[src/hdl/rgbgt_pkg.sv]
// shared types, constants and expansion tables for the rgb565 grayscale tint pipeline
`default_nettype none

package rgbgt_pkg;

    // luma weights and divisor
    localparam int LUMA_WR  = 30;
    localparam int LUMA_WG  = 59;
    localparam int LUMA_WB  = 11;
    localparam int LUMA_DIV = 100;

    // full scale of an 8-bit channel and the 5/6-bit channel maxima
    localparam int FULL8   = 255;
    localparam int CH5_MAX = 31;
    localparam int CH6_MAX = 63;

    // x / 100 == (x * 5243) >> 19 for every weighted sum up to 25500
    localparam int DIV100_RECIP = 5243;
    localparam int DIV100_SHIFT = 19;

    localparam int SUM_W   = 15;
    localparam int GAIN_W  = 12;
    localparam int CFG_IDX_W = 2;
    localparam int CFG_DAT_W = 16;

    // register indexes on the configuration channel
    typedef enum logic [CFG_IDX_W-1:0] {
        CFG_TARGET = 2'd0,
        CFG_GAIN   = 2'd1,
        CFG_SWAP   = 2'd2
    } t_cfg_idx;

    typedef logic [31:0][7:0] t_tab5;
    typedef logic [63:0][7:0] t_tab6;

    function automatic t_tab5 f_tab5();
        t_tab5 tab;
        for (int i = 0; i < 32; i++) begin
            tab[i] = 8'((i * FULL8) / CH5_MAX);
        end
        return tab;
    endfunction

    function automatic t_tab6 f_tab6();
        t_tab6 tab;
        for (int i = 0; i < 64; i++) begin
            tab[i] = 8'((i * FULL8) / CH6_MAX);
        end
        return tab;
    endfunction

    // c * 255 / 31 and c * 255 / 63, truncated
    localparam t_tab5 EXP5 = f_tab5();
    localparam t_tab6 EXP6 = f_tab6();

    typedef struct packed {
        logic [7:0] r;
        logic [7:0] g;
        logic [7:0] b;
    } t_rgb8;

    typedef struct packed {
        t_rgb8 rgb;
        logic  last;
    } t_chan_beat;

    typedef struct packed {
        logic [7:0] scaled;
        logic       last;
    } t_luma_beat;

    typedef struct packed {
        t_rgb8 target;
        logic  swap;
    } t_tint_cfg;

endpackage

`default_nettype wire

[src/hdl/rgb565_grayscale_tint.sv]
// top level of the rgb565 grayscale tint pipeline with its configuration registers
`default_nettype none

// Colorizes an RGB565 pixel stream: each byte-swapped source pixel is reduced to a
// luma, scaled by an unsigned Q4.8 gain (clamped to 255) and used to shade the
// configured target color; the result is repacked to RGB565 and optionally byte
// swapped. The pipeline accepts one pixel per clock while the output is not stalled
// and holds six register stages (expand, weighted sum, divide by 100, gain, tint
// multiply, divide by 255 and pack). Each stage has its own valid bit, so bubbles
// are squeezed out under backpressure. Configuration writes are always taken
// (index 0 target color, 1 brightness gain, 2 output swap; index 3 is ignored) and
// must be done while no pixel is in flight; the expanded target color is held in
// its own register behind the target register.
module rgb565_grayscale_tint
    import rgbgt_pkg::*;
(
    input  wire logic                 i_clk,
    input  wire logic                 i_rst_n,
    // configuration write channel
    input  wire logic                 i_cfg_valid,
    output logic                      o_cfg_ready,
    input  wire logic [CFG_IDX_W-1:0] i_cfg_index,
    input  wire logic [CFG_DAT_W-1:0] i_cfg_data,
    // pixel input stream
    input  wire logic                 i_s_axis_tvalid,
    output logic                      o_s_axis_tready,
    input  wire logic [15:0]          i_s_axis_tdata,  // [15:0] pixel_in
    input  wire logic                 i_s_axis_tlast,
    // pixel output stream
    output logic                      o_m_axis_tvalid,
    input  wire logic                 i_m_axis_tready,
    output logic [15:0]               o_m_axis_tdata,  // [15:0] pixel_out
    output logic                      o_m_axis_tlast
);

    logic [15:0]       r_target;
    logic [GAIN_W-1:0] r_gain;
    logic              r_swap;
    t_rgb8             r_target8;
    t_tint_cfg         w_tint_cfg;
    logic              w_cfg_wr;

    logic       w_exp_valid, w_exp_ready;
    t_chan_beat w_exp_beat;
    logic       w_luma_valid, w_luma_ready;
    t_luma_beat w_luma_beat;

    assign o_cfg_ready = 1'b1;
    assign w_cfg_wr    = i_cfg_valid && o_cfg_ready;

    always_ff @(posedge i_clk) begin
        if (!i_rst_n) begin
            r_target <= 16'hFFFF;
            r_gain   <= GAIN_W'(256);
            r_swap   <= 1'b0;
        end else if (w_cfg_wr) begin
            case (i_cfg_index)
                CFG_TARGET: r_target <= i_cfg_data;
                CFG_GAIN:   r_gain   <= i_cfg_data[GAIN_W-1:0];
                CFG_SWAP:   r_swap   <= i_cfg_data[0];
                default:    ;
            endcase
        end
    end

    // target color static while pixels flow is user's task; expand once per cycle
    always_ff @(posedge i_clk) begin
        r_target8.r <= EXP5[r_target[15:11]];
        r_target8.g <= EXP6[r_target[10:5]];
        r_target8.b <= EXP5[r_target[4:0]];
    end

    assign w_tint_cfg.target = r_target8;
    assign w_tint_cfg.swap   = r_swap;

    rgbgt_expand u_expand (
        .i_clk   (i_clk),
        .i_rst_n (i_rst_n),
        .i_valid (i_s_axis_tvalid),
        .o_ready (o_s_axis_tready),
        .i_pixel (i_s_axis_tdata),
        .i_last  (i_s_axis_tlast),
        .o_valid (w_exp_valid),
        .i_ready (w_exp_ready),
        .o_beat  (w_exp_beat)
    );

    rgbgt_luma u_luma (
        .i_clk   (i_clk),
        .i_rst_n (i_rst_n),
        .i_gain  (r_gain),
        .i_valid (w_exp_valid),
        .o_ready (w_exp_ready),
        .i_beat  (w_exp_beat),
        .o_valid (w_luma_valid),
        .i_ready (w_luma_ready),
        .o_beat  (w_luma_beat)
    );

    rgbgt_tint u_tint (
        .i_clk   (i_clk),
        .i_rst_n (i_rst_n),
        .i_cfg   (w_tint_cfg),
        .i_valid (w_luma_valid),
        .o_ready (w_luma_ready),
        .i_beat  (w_luma_beat),
        .o_valid (o_m_axis_tvalid),
        .i_ready (i_m_axis_tready),
        .o_pixel (o_m_axis_tdata),
        .o_last  (o_m_axis_tlast)
    );

    // input side only backs up when the output holds a result that is not taken
    a_stall_origin: assert property (@(posedge i_clk) disable iff (!i_rst_n)
        !o_s_axis_tready |-> (o_m_axis_tvalid && !i_m_axis_tready))
        else $error("input stalled while output is free");

    a_reset_empty: assert property (@(posedge i_clk)
        !i_rst_n |=> !o_m_axis_tvalid)
        else $error("output valid right after reset");

    a_gain_write: assert property (@(posedge i_clk) disable iff (!i_rst_n)
        (w_cfg_wr && i_cfg_index == CFG_GAIN) |=> r_gain == $past(i_cfg_data[GAIN_W-1:0]))
        else $error("gain register did not take the write");

    a_target_write: assert property (@(posedge i_clk) disable iff (!i_rst_n)
        (w_cfg_wr && i_cfg_index == CFG_TARGET) |=> r_target == $past(i_cfg_data))
        else $error("target color register did not take the write");

endmodule

`default_nettype wire

[src/hdl/rgbgt_expand.sv]
// stage one: byte swap of the source pixel and expansion to 8-bit channels
`default_nettype none

module rgbgt_expand
    import rgbgt_pkg::*;
(
    input  wire logic        i_clk,
    input  wire logic        i_rst_n,
    input  wire logic        i_valid,
    output logic             o_ready,
    input  wire logic [15:0] i_pixel,
    input  wire logic        i_last,
    output logic             o_valid,
    input  wire logic        i_ready,
    output t_chan_beat       o_beat
);

    logic        r_vld;
    t_chan_beat  r_beat;
    logic [15:0] w_px;

    assign w_px    = {i_pixel[7:0], i_pixel[15:8]};
    assign o_ready = !r_vld || i_ready;

    always_ff @(posedge i_clk) begin
        if (!i_rst_n) begin
            r_vld <= 1'b0;
        end else if (o_ready) begin
            r_vld <= i_valid;
        end
    end

    always_ff @(posedge i_clk) begin
        if (o_ready && i_valid) begin
            r_beat.rgb.r <= EXP5[w_px[15:11]];
            r_beat.rgb.g <= EXP6[w_px[10:5]];
            r_beat.rgb.b <= EXP5[w_px[4:0]];
            r_beat.last  <= i_last;
        end
    end

    assign o_valid = r_vld;
    assign o_beat  = r_beat;

endmodule

`default_nettype wire

[src/hdl/rgbgt_luma.sv]
// stages two to four: weighted sum, divide by 100, gain and clamp
`default_nettype none

module rgbgt_luma
    import rgbgt_pkg::*;
(
    input  wire logic              i_clk,
    input  wire logic              i_rst_n,
    input  wire logic [GAIN_W-1:0] i_gain,
    input  wire logic              i_valid,
    output logic                   o_ready,
    input  wire t_chan_beat        i_beat,
    output logic                   o_valid,
    input  wire logic              i_ready,
    output t_luma_beat             o_beat
);

    localparam int QUO_W  = SUM_W + 13;
    localparam int PROD_W = 8 + GAIN_W;

    logic             r_vld1, r_vld2, r_vld3;
    logic             w_rdy1, w_rdy2, w_rdy3;
    logic [SUM_W-1:0] r_sum;
    logic             r_last1, r_last2;
    logic [7:0]       r_luma;
    t_luma_beat       r_beat;
    logic [QUO_W-1:0] w_quo;
    logic [PROD_W-1:0] w_prod;

    assign w_rdy3  = !r_vld3 || i_ready;
    assign w_rdy2  = !r_vld2 || w_rdy3;
    assign w_rdy1  = !r_vld1 || w_rdy2;
    assign o_ready = w_rdy1;

    assign w_quo  = QUO_W'(r_sum) * QUO_W'(DIV100_RECIP);
    assign w_prod = PROD_W'(r_luma) * PROD_W'(i_gain);

    always_ff @(posedge i_clk) begin
        if (!i_rst_n) begin
            r_vld1 <= 1'b0;
            r_vld2 <= 1'b0;
            r_vld3 <= 1'b0;
        end else begin
            if (w_rdy1) begin
                r_vld1 <= i_valid;
            end
            if (w_rdy2) begin
                r_vld2 <= r_vld1;
            end
            if (w_rdy3) begin
                r_vld3 <= r_vld2;
            end
        end
    end

    always_ff @(posedge i_clk) begin
        if (w_rdy1 && i_valid) begin
            r_sum   <= SUM_W'(LUMA_WR * int'(i_beat.rgb.r) + LUMA_WG * int'(i_beat.rgb.g)
                              + LUMA_WB * int'(i_beat.rgb.b));
            r_last1 <= i_beat.last;
        end
        if (w_rdy2 && r_vld1) begin
            r_luma  <= w_quo[DIV100_SHIFT +: 8];
            r_last2 <= r_last1;
        end
        if (w_rdy3 && r_vld2) begin
            // drop the 8 fraction bits, saturate at full scale
            if (|w_prod[PROD_W-1:16]) begin
                r_beat.scaled <= 8'(FULL8);
            end else begin
                r_beat.scaled <= w_prod[15:8];
            end
            r_beat.last <= r_last2;
        end
    end

    assign o_valid = r_vld3;
    assign o_beat  = r_beat;

endmodule

`default_nettype wire

[src/hdl/rgbgt_tint.sv]
// stages five and six: tint multiply, divide by 255, repack to rgb565 and swap
`default_nettype none

module rgbgt_tint
    import rgbgt_pkg::*;
(
    input  wire logic        i_clk,
    input  wire logic        i_rst_n,
    input  wire t_tint_cfg   i_cfg,
    input  wire logic        i_valid,
    output logic             o_ready,
    input  wire t_luma_beat  i_beat,
    output logic             o_valid,
    input  wire logic        i_ready,
    output logic [15:0]      o_pixel,
    output logic             o_last
);

    logic        r_vld1, r_vld2;
    logic        w_rdy1, w_rdy2;
    logic [15:0] r_pr, r_pg, r_pb;
    logic        r_last1;
    logic [15:0] r_pixel;
    logic        r_last;
    logic [16:0] w_qr, w_qg, w_qb;
    logic [15:0] w_res;

    assign w_rdy2  = !r_vld2 || i_ready;
    assign w_rdy1  = !r_vld1 || w_rdy2;
    assign o_ready = w_rdy1;

    // x / 255 == (x + (x >> 8) + 1) >> 8 for x below 65535
    assign w_qr = 17'(r_pr) + 17'(r_pr[15:8]) + 17'd1;
    assign w_qg = 17'(r_pg) + 17'(r_pg[15:8]) + 17'd1;
    assign w_qb = 17'(r_pb) + 17'(r_pb[15:8]) + 17'd1;

    assign w_res = {w_qr[15:11], w_qg[15:10], w_qb[15:11]};

    always_ff @(posedge i_clk) begin
        if (!i_rst_n) begin
            r_vld1 <= 1'b0;
            r_vld2 <= 1'b0;
        end else begin
            if (w_rdy1) begin
                r_vld1 <= i_valid;
            end
            if (w_rdy2) begin
                r_vld2 <= r_vld1;
            end
        end
    end

    always_ff @(posedge i_clk) begin
        if (w_rdy1 && i_valid) begin
            r_pr    <= 16'(i_cfg.target.r) * 16'(i_beat.scaled);
            r_pg    <= 16'(i_cfg.target.g) * 16'(i_beat.scaled);
            r_pb    <= 16'(i_cfg.target.b) * 16'(i_beat.scaled);
            r_last1 <= i_beat.last;
        end
        if (w_rdy2 && r_vld1) begin
            if (i_cfg.swap) begin
                r_pixel <= {w_res[7:0], w_res[15:8]};
            end else begin
                r_pixel <= w_res;
            end
            r_last <= r_last1;
        end
    end

    assign o_valid = r_vld2;
    assign o_pixel = r_pixel;
    assign o_last  = r_last;

endmodule

`default_nettype wire
[config.mk]
export PLATFORM = sky130hd
export DESIGN_NAME = rgb565_grayscale_tint
export DESIGN_NICKNAME = d
export VERILOG_FILES = /design/src/hdl/rgbgt_pkg.sv /design/src/hdl/rgb565_grayscale_tint.sv /design/src/hdl/rgbgt_expand.sv /design/src/hdl/rgbgt_luma.sv /design/src/hdl/rgbgt_tint.sv
export SDC_FILE = /design/constraint.sdc
export NUM_CORES = 1
export LEC_CHECK = 0
export BUFFER_PORTS_ARGS = -buffer_cell sky130_fd_sc_hd__buf_2
export CAP_MARGIN = 20
export CORE_MARGIN = 3
export CORE_UTILIZATION = 31
export DETAILED_ROUTE_END_ITERATION = 8
export GPL_TIMING_DRIVEN = 0
export HOLD_SLACK_MARGIN = 0.08
export PLACE_DENSITY = 0.5
export SYNTH_ARGS = -nofsm -noshare
export SYNTH_HDL_FRONTEND = slang
export SYNTH_SLANG_ARGS = --single-unit
[constraint.sdc]
create_clock -name i_clk -period 5.9 [get_ports i_clk]
set_input_delay 0.59 -clock i_clk [delete_from_list [all_inputs] [get_ports i_clk]]
set_output_delay 0.59 -clock i_clk [all_outputs]
set_load 0.02 [all_outputs]
==> results of run 1 <==
[Yosys cell counts (all sizes together) (3+ instances only)]
library cell  count
a21o             31
nand4             5
o31a              3
clkbuf           41
buf               3
and2            158
o211ai           14
nor3             20
xor2             35
a21boi           24
o21bai           13
a211oi            8
ha              343
edfxtp          125
mux2i            18
o311a             3
dfxtp            59
or3               6
a41oi             3
nor2             27
and3              6
o21ai            41
and4              4
inv             480
a2111oi           3
a31o              3
fa              282
a21oi            73
o2111ai           3
o21a             20
a31oi             5
nand2b           10
nand2           228
xnor2            69
nor3b             3
nand3            37
nor2b            23
[worst max path at each step]
stage | start | endpoint | slack (ps)
5_1_grt | u_expand.o_beat[9] | u_luma.r_sum[13] | 170
3_3_place_gp | i_m_axis_tready | u_tint.r_pb[14] | -950
6_report | u_expand.o_beat[9] | u_luma.r_sum[12] | 420
3_5_place_dp | u_expand.o_beat[9] | u_luma.r_sum[13] | 430
2_1_floorplan | u_expand.o_beat[9] | u_luma.r_sum[13] | 910
4_1_cts | u_expand.o_beat[9] | u_luma.r_sum[13] | 420
[critical path: cells and delay by family (launching register included)]
kind / cells / cell delay (ps)
simple gates: 4 / 410
xor+xnor: 2 / 320
flops: 1 / 520
buf+inv: 3 / 150
compound gates: 5 / 1050
fa+ha+maj: 6 / 2770
[routing by layer]
layer,part of all wire,track usage,wire [um],vias to the layer above
met5,0.00026,0,13,-
met4,0.016,0.0328,775,2
met3,0.051,0.0307,2550,50
met2,0.47,0.236,23500,224
met1,0.46,0.183,23100,7397
li1,-,-,-,7314
[registers in the layout, summed over array words and instances (netlist names)]
register          count
u_luma.r_vld2         1
r_target8            24
u_tint.o_valid        1
r_swap                1
u_luma.r_last2        1
r_gain               12
u_luma.r_vld1         1
u_tint.r_pg          16
u_luma.r_luma         8
u_luma.o_valid        1
u_tint.r_pb          16
r_target             16
u_luma.r_last1        1
u_luma.r_sum         15
u_tint.r_last1        1
u_tint.r_vld1         1
u_expand.o_beat      25
u_expand.o_valid      1
u_tint.r_pr          16
u_luma.o_beat         9
u_tint.o_pixel       16
u_tint.o_last         1
[stage by stage]
stage / utilization / setup WS, ps
final: 0.347 / 419
after global routing: 0.347 / 171
after floorplan: - / 908
after detailed placement: 0.338 / 433
after CTS: 0.347 / 418
after global placement: 0.337 / -948
[layout make-up]
class	instances	share of cell area
multi-input cells	1536	0.631
flip-flops and latches	184	0.201
inverters	480	0.0734
well taps	940	0.0479
clock buffers	17	0.0173
repair buffers	60	0.0139
clock inverters	15	0.00846
plain buffers	44	0.00688
diodes	4	0.000408
[cell families after synthesis]
| kind of cell | count (synthesis) |
|---|---|
| multiplexers | 19 |
| buffers and inverters | 524 |
| other | 1 |
| AO/OA/AOI/OAI | 254 |
| flip-flops | 184 |
| AND/OR/NAND/NOR | 533 |
| adder cells (fa/ha/maj) | 625 |
| XOR/XNOR | 104 |
==> results.md, run 1 <==
* Mapped cell area at 22300 um^2
* Die Area at 75400 um^2
* Crit-path cells: fa_1 -> fa_1 -> inv_1 -> fa_1 -> inv_1 -> ha_1 -> nor2b_1 -> o21ai_0 -> a21boi_0 -> o21ai_0 -> nand2_1 -> xnor2_1 -> fa_1 -> inv_1 -> ha_1 -> nand3_1 -> a21oi_1 -> nor2_1 -> a211o_1 -> xnor2_1
* Crit. End Element: flop
* Routability cong. at 0.834
* HP Class: in2reg
* Vias in the first global route at 16200
* Clock Skews at 14.6 ps
* Final setup fails at 0
* Most frequent CP cell: fa_1
* Area of the multi-input gates at 15500 um^2
* Post-synthesis adder-cell area fraction at 0.445
* Pins over their slew limit at 0
* Cells after DPL at 3244
* Starting Density at 0.316
* CP Class: reg2reg
* Grt total ovfl at 0
* DR vias at 14987
* Reg2Reg Depth at 20
* DR WL/cell at 15.2 um
* Detailed-route DRC error count at 0
* Status: finished clean
* Sequential cell area at 4930 um^2
* Syn_nets at 2909
* CP max stage delay at 540 ps
* First-pass GRT wire length at 83000 um
* Initial antenna violation count at 5
* Die width at 275 um
* Routed Antenna Nets at 0
* Register-to-register setup slack at 420 ps
* Hold-fix buffers, CTS at 0
* Synth Area in Compound Gates at 0.0772
* Largest net degree at the start of global routing at 27
* CP required at 6140 ps
* Critical Path Source Type: flop
* Yosys Warn Count at 0
* Synth Area in Simple Gates at 0.119
* Vias per cell at 4.57
* 1st-pass router iterations at 5
* Io pins at 60
* Fillcell total at 7176
* Most frequent cells in the layout: inv_1, ha_1, fa_1
* Mean Syn Cell Area at 9.96 um^2
* Post-CTS Setup Bufs at 0
* Max-Cap Viols at 0
* Resize count post-CTS at 0
* Main flop type after synthesis: edfxtp_1
* Hold Path Cell Cnt at 1
* Min cycle time layout at 5480 ps
* Arrival time worst endpoint at 5720 ps
* Number of flops mapped to enable cells by yosys at 125
* Final hold slack at 282 ps
* RSZ-0062 raised after global routing: false
* Seq/Total Area, Yosys at 0.221
* Peak Freq at 0.182 GHz
* Iter 0 DRT Violations at 609
* Startpoint of the worst hold path: i_s_axis_tlast
* Worst Hold Endpoint: u_expand.o_beat[0]
* Yosys reg bits at 184
* CTS buffer count at 17
* Clk root buf: clkbuf_16
* Design area at 24500 um^2
* Die Ht at 275 um
* Worst-Margin Slew at 915 ps
* RR Startpoint: u_expand.o_beat[9]
* Final net count at 2988
* Total negative slack at 0 ps
* Share of cells above drive strength 1 at 0.0527
* Max Root-Sink Buffers at 2
* Slowest library cell on the worst path: fa_1
* Clk_lat worst skew at 490 ps
* Synth Instances at 2244
* Row count at 97
* Total Wirelength at 50000 um
* Yosys top cell by area: fa_1
* Mux cell area share after synthesis at 0.00929
* GR Util All Layers at 0.140
* CP max FO at 5
* Port bufs at 57
* Final Non-Filler Cells at 3280
* Tcrit/Tclk final at 0.929
* Dpl cell area at 23900 um^2
* TritonCTS clock tree: yes
* Final hold vios at 0
* Post-DP HPWL at 41800 um
* Post-synthesis xor/xnor area fraction at 0.0408
* Clk sinks at 184
* H-tree levels at 4
* Synth area leaders: fa_1, ha_1, edfxtp_1
* Largest family of logic cells by synthesized area: adder cells
* Rel. slew slack at 0.387
* Most common cell after layout, fill and taps aside: inv_1
* Yosys cell types at 64
* Clock-pin slew on the worst setup and hold paths at 80 ps
* Share of synthesized registers carrying an async set or reset at 0
* Synth top area share at 0.253
* Reg-to-reg endpoint: u_luma.r_sum[12]
* Layout area overhead at 9.81%
* Core area at 70800 um^2
Power of run 1 is left out: the tool's default activity adds up to more than one toggle a clock period on the data nets, which glitch-free logic cannot reach.
==> run 2: changes to the inputs <==
--- a/config.mk
+++ b/config.mk
@@ -8,11 +8,12 @@
 export BUFFER_PORTS_ARGS = -buffer_cell sky130_fd_sc_hd__buf_2
 export CAP_MARGIN = 20
 export CORE_MARGIN = 3
-export CORE_UTILIZATION = 31
+export CORE_UTILIZATION = 50
 export DETAILED_ROUTE_END_ITERATION = 8
 export GPL_TIMING_DRIVEN = 0
 export HOLD_SLACK_MARGIN = 0.08
-export PLACE_DENSITY = 0.5
+export PLACE_DENSITY = 0.71
+export SETUP_SLACK_MARGIN = 0.5
 export SYNTH_ARGS = -nofsm -noshare
 export SYNTH_HDL_FRONTEND = slang
 export SYNTH_SLANG_ARGS = --single-unit
==> results.md, run 2 (same netlist as run 1, synthesis figures left out) <==
* H-tree levels at 4
* Clock-pin slew on the worst setup and hold paths at 80 ps
* Most frequent cells in the layout: inv_1, ha_1, fa_1
* Starting Density at 0.512
* Final Non-Filler Cells at 2925
* Die Area at 47300 um^2
* CP required at 6120 ps
* CTS buffer count at 17
* GR Util All Layers at 0.207
* Max-Cap Viols at 0
* Clk root buf: clkbuf_16
* Worst Hold Endpoint: u_expand.o_beat[0]
* DR WL/cell at 15.8 um
* Max reg flops at 25
* Arrival time worst endpoint at 5440 ps
* CP max FO at 10
* Clk_lat worst skew at 480 ps
* Cells after DPL at 2889
* Core area at 43600 um^2
* Port bufs at 57
* Largest net degree at the start of global routing at 32
* Number of diodes at 0
* Tcrit/Tclk final at 0.884
* Peak Freq at 0.192 GHz
* RSZ-0062 raised after global routing: false
* Share of cells above drive strength 1 at 0.0573
* Pins over their slew limit at 0
* RR Startpoint: u_luma.o_beat[8]
* Vias in the first global route at 15898
* Register-to-register setup slack at 680 ps
* Final hold vios at 0
* Io pins at 60
* Final net count at 2992
* Routability cong. at 0.909
* First-pass GRT wire length at 77900 um
* Crit. End Element: flop
* Die width at 217 um
* Rel. slew slack at 0.371
* Reg-to-reg endpoint: u_tint.r_pg[15]
* Row count at 76
* Vias per cell at 5.18
* Total negative slack at 0 ps
* Clk sinks at 184
* Total Wirelength at 46300 um
* TritonCTS clock tree: yes
* Hold-fix buffers, CTS at 0
* 1st-pass router iterations at 6
* Grt total ovfl at 0
* Initial antenna violation count at 0
* Min cycle time layout at 5220 ps
* Routed Antenna Nets at 0
* Status: finished clean
* Clock Skews at 11.5 ps
* Startpoint of the worst hold path: i_s_axis_tlast
* CP Class: reg2reg
* Final setup fails at 0
* Iter 0 DRT Violations at 749
* Post-DP HPWL at 38200 um
* Critical Path Source Type: flop
* HP Class: in2reg
* Layout area overhead at 7.97%
* DR vias at 15144
* Die Ht at 217 um
* Worst-Margin Slew at 943 ps
* Detailed-route DRC error count at 0
* Max Root-Sink Buffers at 2
* Hold Path Cell Cnt at 1
* Reg2Reg Depth at 13
* Most common cell after layout, fill and taps aside: inv_1
==> run 2: changes by cell type in the layout (fill, tap and decap cells not counted), sizes merged <==
cell | previous run | this run
buf | 63 | 67
diode | 4 | 0
==> run 2: cell type report <==
| class | instances | area, um^2 |
|---|---|---|
| Buffer | 44 | 175 |
| Multi-Input combinational cell | 1536 | 15500 |
| Sequential cell | 184 | 4930 |
| Tap cell | 585 | 732 |
| Fill cell | 3767 | 19500 |
| Timing Repair Buffer | 64 | 378 |
| Clock buffer | 17 | 425 |
| Clock inverter | 15 | 201 |
| Inverter | 480 | 1800 |
==> run 2: layer usage <==
metal,wire (um),vias to the layer above,GRT usage
met5,0,-,0
met3,2070,85,0.0375
met4,1280,0,0.0668
met2,23300,291,0.363
met1,19600,7441,0.259
li1,-,7327,-
==> run 2: metrics by stage <==
step | instance area, um^2 | hold slack, ps | util | setup slack (ps)
detailed placement | 23500 | 376 | 0.538 | 571
global route | 24100 | 272 | 0.553 | 501
finish | 24100 | 287 | 0.553 | 684
CTS | 24100 | 259 | 0.552 | 546
global placement | 23400 | 372 | 0.535 | -846
floorplan | 22300 | 357 | - | 908
==> run 2: worst max path at each step <==
| stage | from | end | slack (ps) | cells past startpoint |
|---|---|---|---|---|
| 3_3_place_gp | i_m_axis_tready | u_tint.r_pg[5] | -850 | 3 |
| 5_1_grt | u_luma.o_beat[8] | u_tint.r_pr[15] | 500 | 16 |
| 3_5_place_dp | u_expand.o_beat[9] | u_luma.r_sum[12] | 570 | 20 |
| 6_report | u_luma.o_beat[8] | u_tint.r_pg[15] | 680 | 13 |
| 4_1_cts | u_expand.o_beat[9] | u_luma.r_sum[14] | 550 | 20 |
| 2_1_floorplan | u_expand.o_beat[9] | u_luma.r_sum[13] | 910 | 18 |
==> run 2: timing repair <==
action                                  CTS  global route
gates resized for setup                   0            14
endpoints found under the setup margin    0            11
buffers inserted                          0             4
==> run 2: worst max-delay path, cell delays in order, from the launching register on <==
cell and delay (ps):
edfxtp_1 630, clkbuf_1 640, nand2_1 200, fa_1 560, fa_1 540, inv_1 50, fa_1 500, fa_1 500
ha_1 370, a21o_1 200, a31o_2 270, a41oi_1 260, a21oi_1 120, xnor2_1 140
Power of run 2 is left out for the same reason.
==> run 3: changes to the inputs <==
--- a/config.mk
+++ b/config.mk
@@ -7,7 +7,7 @@
 export LEC_CHECK = 0
 export BUFFER_PORTS_ARGS = -buffer_cell sky130_fd_sc_hd__buf_2
 export CAP_MARGIN = 20
-export CORE_MARGIN = 3
+export CORE_MARGIN = 5
 export CORE_UTILIZATION = 50
 export DETAILED_ROUTE_END_ITERATION = 8
 export GPL_TIMING_DRIVEN = 0
@@ -16,4 +16,5 @@
 export SETUP_SLACK_MARGIN = 0.5
 export SYNTH_ARGS = -nofsm -noshare
 export SYNTH_HDL_FRONTEND = slang
+export SYNTH_HIERARCHICAL = 1
 export SYNTH_SLANG_ARGS = --single-unit
==> results.md, run 3 <==
* Grt total ovfl at 0
* Total negative slack at 0 ps
* Detailed-route DRC error count at 0
* Worst Hold Endpoint: u_expand/o_beat[0]
* Initial antenna violation count at 0
* Reg2Reg Depth at 21
* 1st-pass router iterations at 6
* Crit. End Element: flop
* CP max stage delay at 550 ps
* Worst-Margin Slew at 876 ps
* CTS buffer count at 17
* Starting Density at 0.507
* Mean Syn Cell Area at 10.0 um^2
* Max Root-Sink Buffers at 2
* Synth top cells by count: inv_1, ha_1, fa_1
* Final net count at 3061
* Status: finished clean
* H-tree levels at 4
* Pins over their slew limit at 0
* First-pass GRT wire length at 80600 um
* Synth top area share at 0.260
* CP required at 6130 ps
* Yosys Warn Count at 6
* Arrival time worst endpoint at 5560 ps
* Share of synthesized registers carrying an async set or reset at 0
* HP Class: in2reg
* Reg-to-reg endpoint: u_luma/r_sum[13]
* Share of cells above drive strength 1 at 0.0789
* Port bufs at 58
* Final setup fails at 0
* Crit-path cells: fa_1 -> fa_1 -> ha_1 -> a21o_1 -> a21oi_2 -> buf_4 -> o21bai_4 -> a21oi_4 -> o21ai_4 -> xor2_1 -> ha_1 -> inv_2 -> fa_1 -> fa_1 -> inv_2 -> ha_4 -> nand3_2 -> nand2_2 -> a41oi_2 -> a211oi_2 -> xnor2_1
* Syn_nets at 2970
* Vias per cell at 5.26
* Rel. slew slack at 0.415
* Total Wirelength at 47600 um
* CP max FO at 5
* Clock-pin slew on the worst setup and hold paths at 70 ps
* Final hold slack at 287 ps
* Largest net degree at the start of global routing at 45
* Row count at 78
* Io pins at 60
* Hold-fix buffers, CTS at 0
* Core area at 45500 um^2
* Die Area at 50500 um^2
* Max-Cap Viols at 0
* Most frequent CP cell: fa_1
* Slowest library cell on the worst path: fa_1
* Final hold vios at 0
* Peak Freq at 0.188 GHz
* Die Ht at 225 um
* Startpoint of the worst hold path: i_s_axis_tlast
* RSZ-0062 raised after global routing: true
* Clk root buf: clkbuf_16
* Critical Path Source Type: flop
* Vias in the first global route at 16950
* Mapped cell area at 23100 um^2
* Clk_lat worst skew at 480 ps
* Most frequent cells in the layout: inv_1, ha_1, fa_1
* Routability cong. at 0.908
* Register-to-register setup slack at 570 ps
* Iter 0 DRT Violations at 779
* Post-DP HPWL at 39800 um
* RR Startpoint: u_expand/o_beat[18]
* Layout area overhead at 8.97%
* DR WL/cell at 15.8 um
* Tcrit/Tclk final at 0.903
* Die width at 225 um
* Clock Skews at 18.1 ps
* Routed Antenna Nets at 0
* Seq/Total Area, Yosys at 0.214
* Hold Path Cell Cnt at 1
* Main flop type after synthesis: edfxtp_1
* Number of diodes at 0
* Synth Instances at 2304
* TritonCTS clock tree: yes
* Min cycle time layout at 5330 ps
* Max reg flops at 25
* Number of flops mapped to enable cells by yosys at 125
* DR vias at 15834
* Yosys reg bits at 184
* Yosys top cell by area: fa_1
* Most common cell after layout, fill and taps aside: inv_1
* CP Class: reg2reg
* Most frequent cell after synthesis: inv_1
* Clk sinks at 184
* Synth area leaders: fa_1, ha_1, edfxtp_1
* GR Util All Layers at 0.196
* Yosys cell types at 88
## run 3: cell types whose count changed in the layout (fill, tap and decap cells not counted), sizes merged, moves of 14 or more
cell / previous run / this run
and2: 158 / 216
fa: 282 / 299
nand2: 228 / 175
ha: 343 / 327
xor2: 35 / 21
xnor2: 69 / 49
a211oi: 8 / 26
## run 3: per-stage QoR
stage	std cells	utilization	worst slack (ps)	area (um^2)
global placement	2962	0.530	298	24100
CTS	3002	0.546	516	24800
floorplan	2304	-	610	23100
detailed placement	2966	0.531	278	24200
finish	3008	0.552	575	25100
global route	3008	0.552	360	25100
## run 3: worst max path at each step
stage	startpoint	endpoint	slack, ps	cells past startpoint
floorplan	u_expand/o_beat[17]	u_luma/r_sum[13]	610	17
global placement	u_expand/o_beat[17]	u_luma/r_sum[13]	300	17
detailed placement	u_expand/o_beat[17]	u_luma/r_sum[13]	280	17
CTS	u_expand/o_beat[19]	u_luma/r_sum[14]	520	18
global route	u_expand/o_beat[17]	u_luma/r_sum[13]	360	21
finish	u_expand/o_beat[18]	u_luma/r_sum[13]	570	21
## run 3: cell type report
type,count,area [um^2]
inverters,478,1800
multi-input cells,1598,16400
fillers,3962,20400
repair buffers,72,437
flip-flops and latches,184,4930
plain buffers,44,215
clock buffers,19,433
clock inverters,13,180
well taps,600,751
## run 3: critical path, delay by kind of cell (launching register included)
family                   cells  cell delay (ps)
adder cells (fa/ha/maj)      7             2930
flip-flops                   1              440
buffers and inverters        3              280
AND/OR/NAND/NOR              2              160
AO/OA/AOI/OAI                7             1010
XOR/XNOR                     2              270
## run 3: repair_timing
| item | in CTS | in global routing |
|---|---|---|
| pin swaps | 4 | 30 |
| gates resized for setup | 8 | 56 |
| buffers inserted | 4 | 5 |
| setup endpoints to repair | 5 | 14 |
## run 3: per-layer routing
| layer | vias to the layer above | track usage | part of all wire |
|---|---|---|---|
| met5 | - | 0 | 0 |
| met2 | 283 | 0.348 | 0.51 |
| met3 | 73 | 0.0347 | 0.041 |
| met1 | 7792 | 0.242 | 0.42 |
| met4 | 0 | 0.0668 | 0.027 |
| li1 | 7686 | - | - |
## run 3: kinds of logic (layout without fill, tap and decap cells)
logic type                 count (synthesis)  after routing  synth area share
xor gates and xnor gates                  70             70            0.0266
DFF                                      184            184             0.214
and+or+nand+nor                          586            586             0.136
muxes                                     11             11           0.00478
buffers and inverters                    522            626            0.0867
AOI/OAI and AO/OA                        304            304            0.0944
other                                      1              1          0.000163
adders and majority gates                626            626             0.437
Power of run 3 is left out for the same reason.
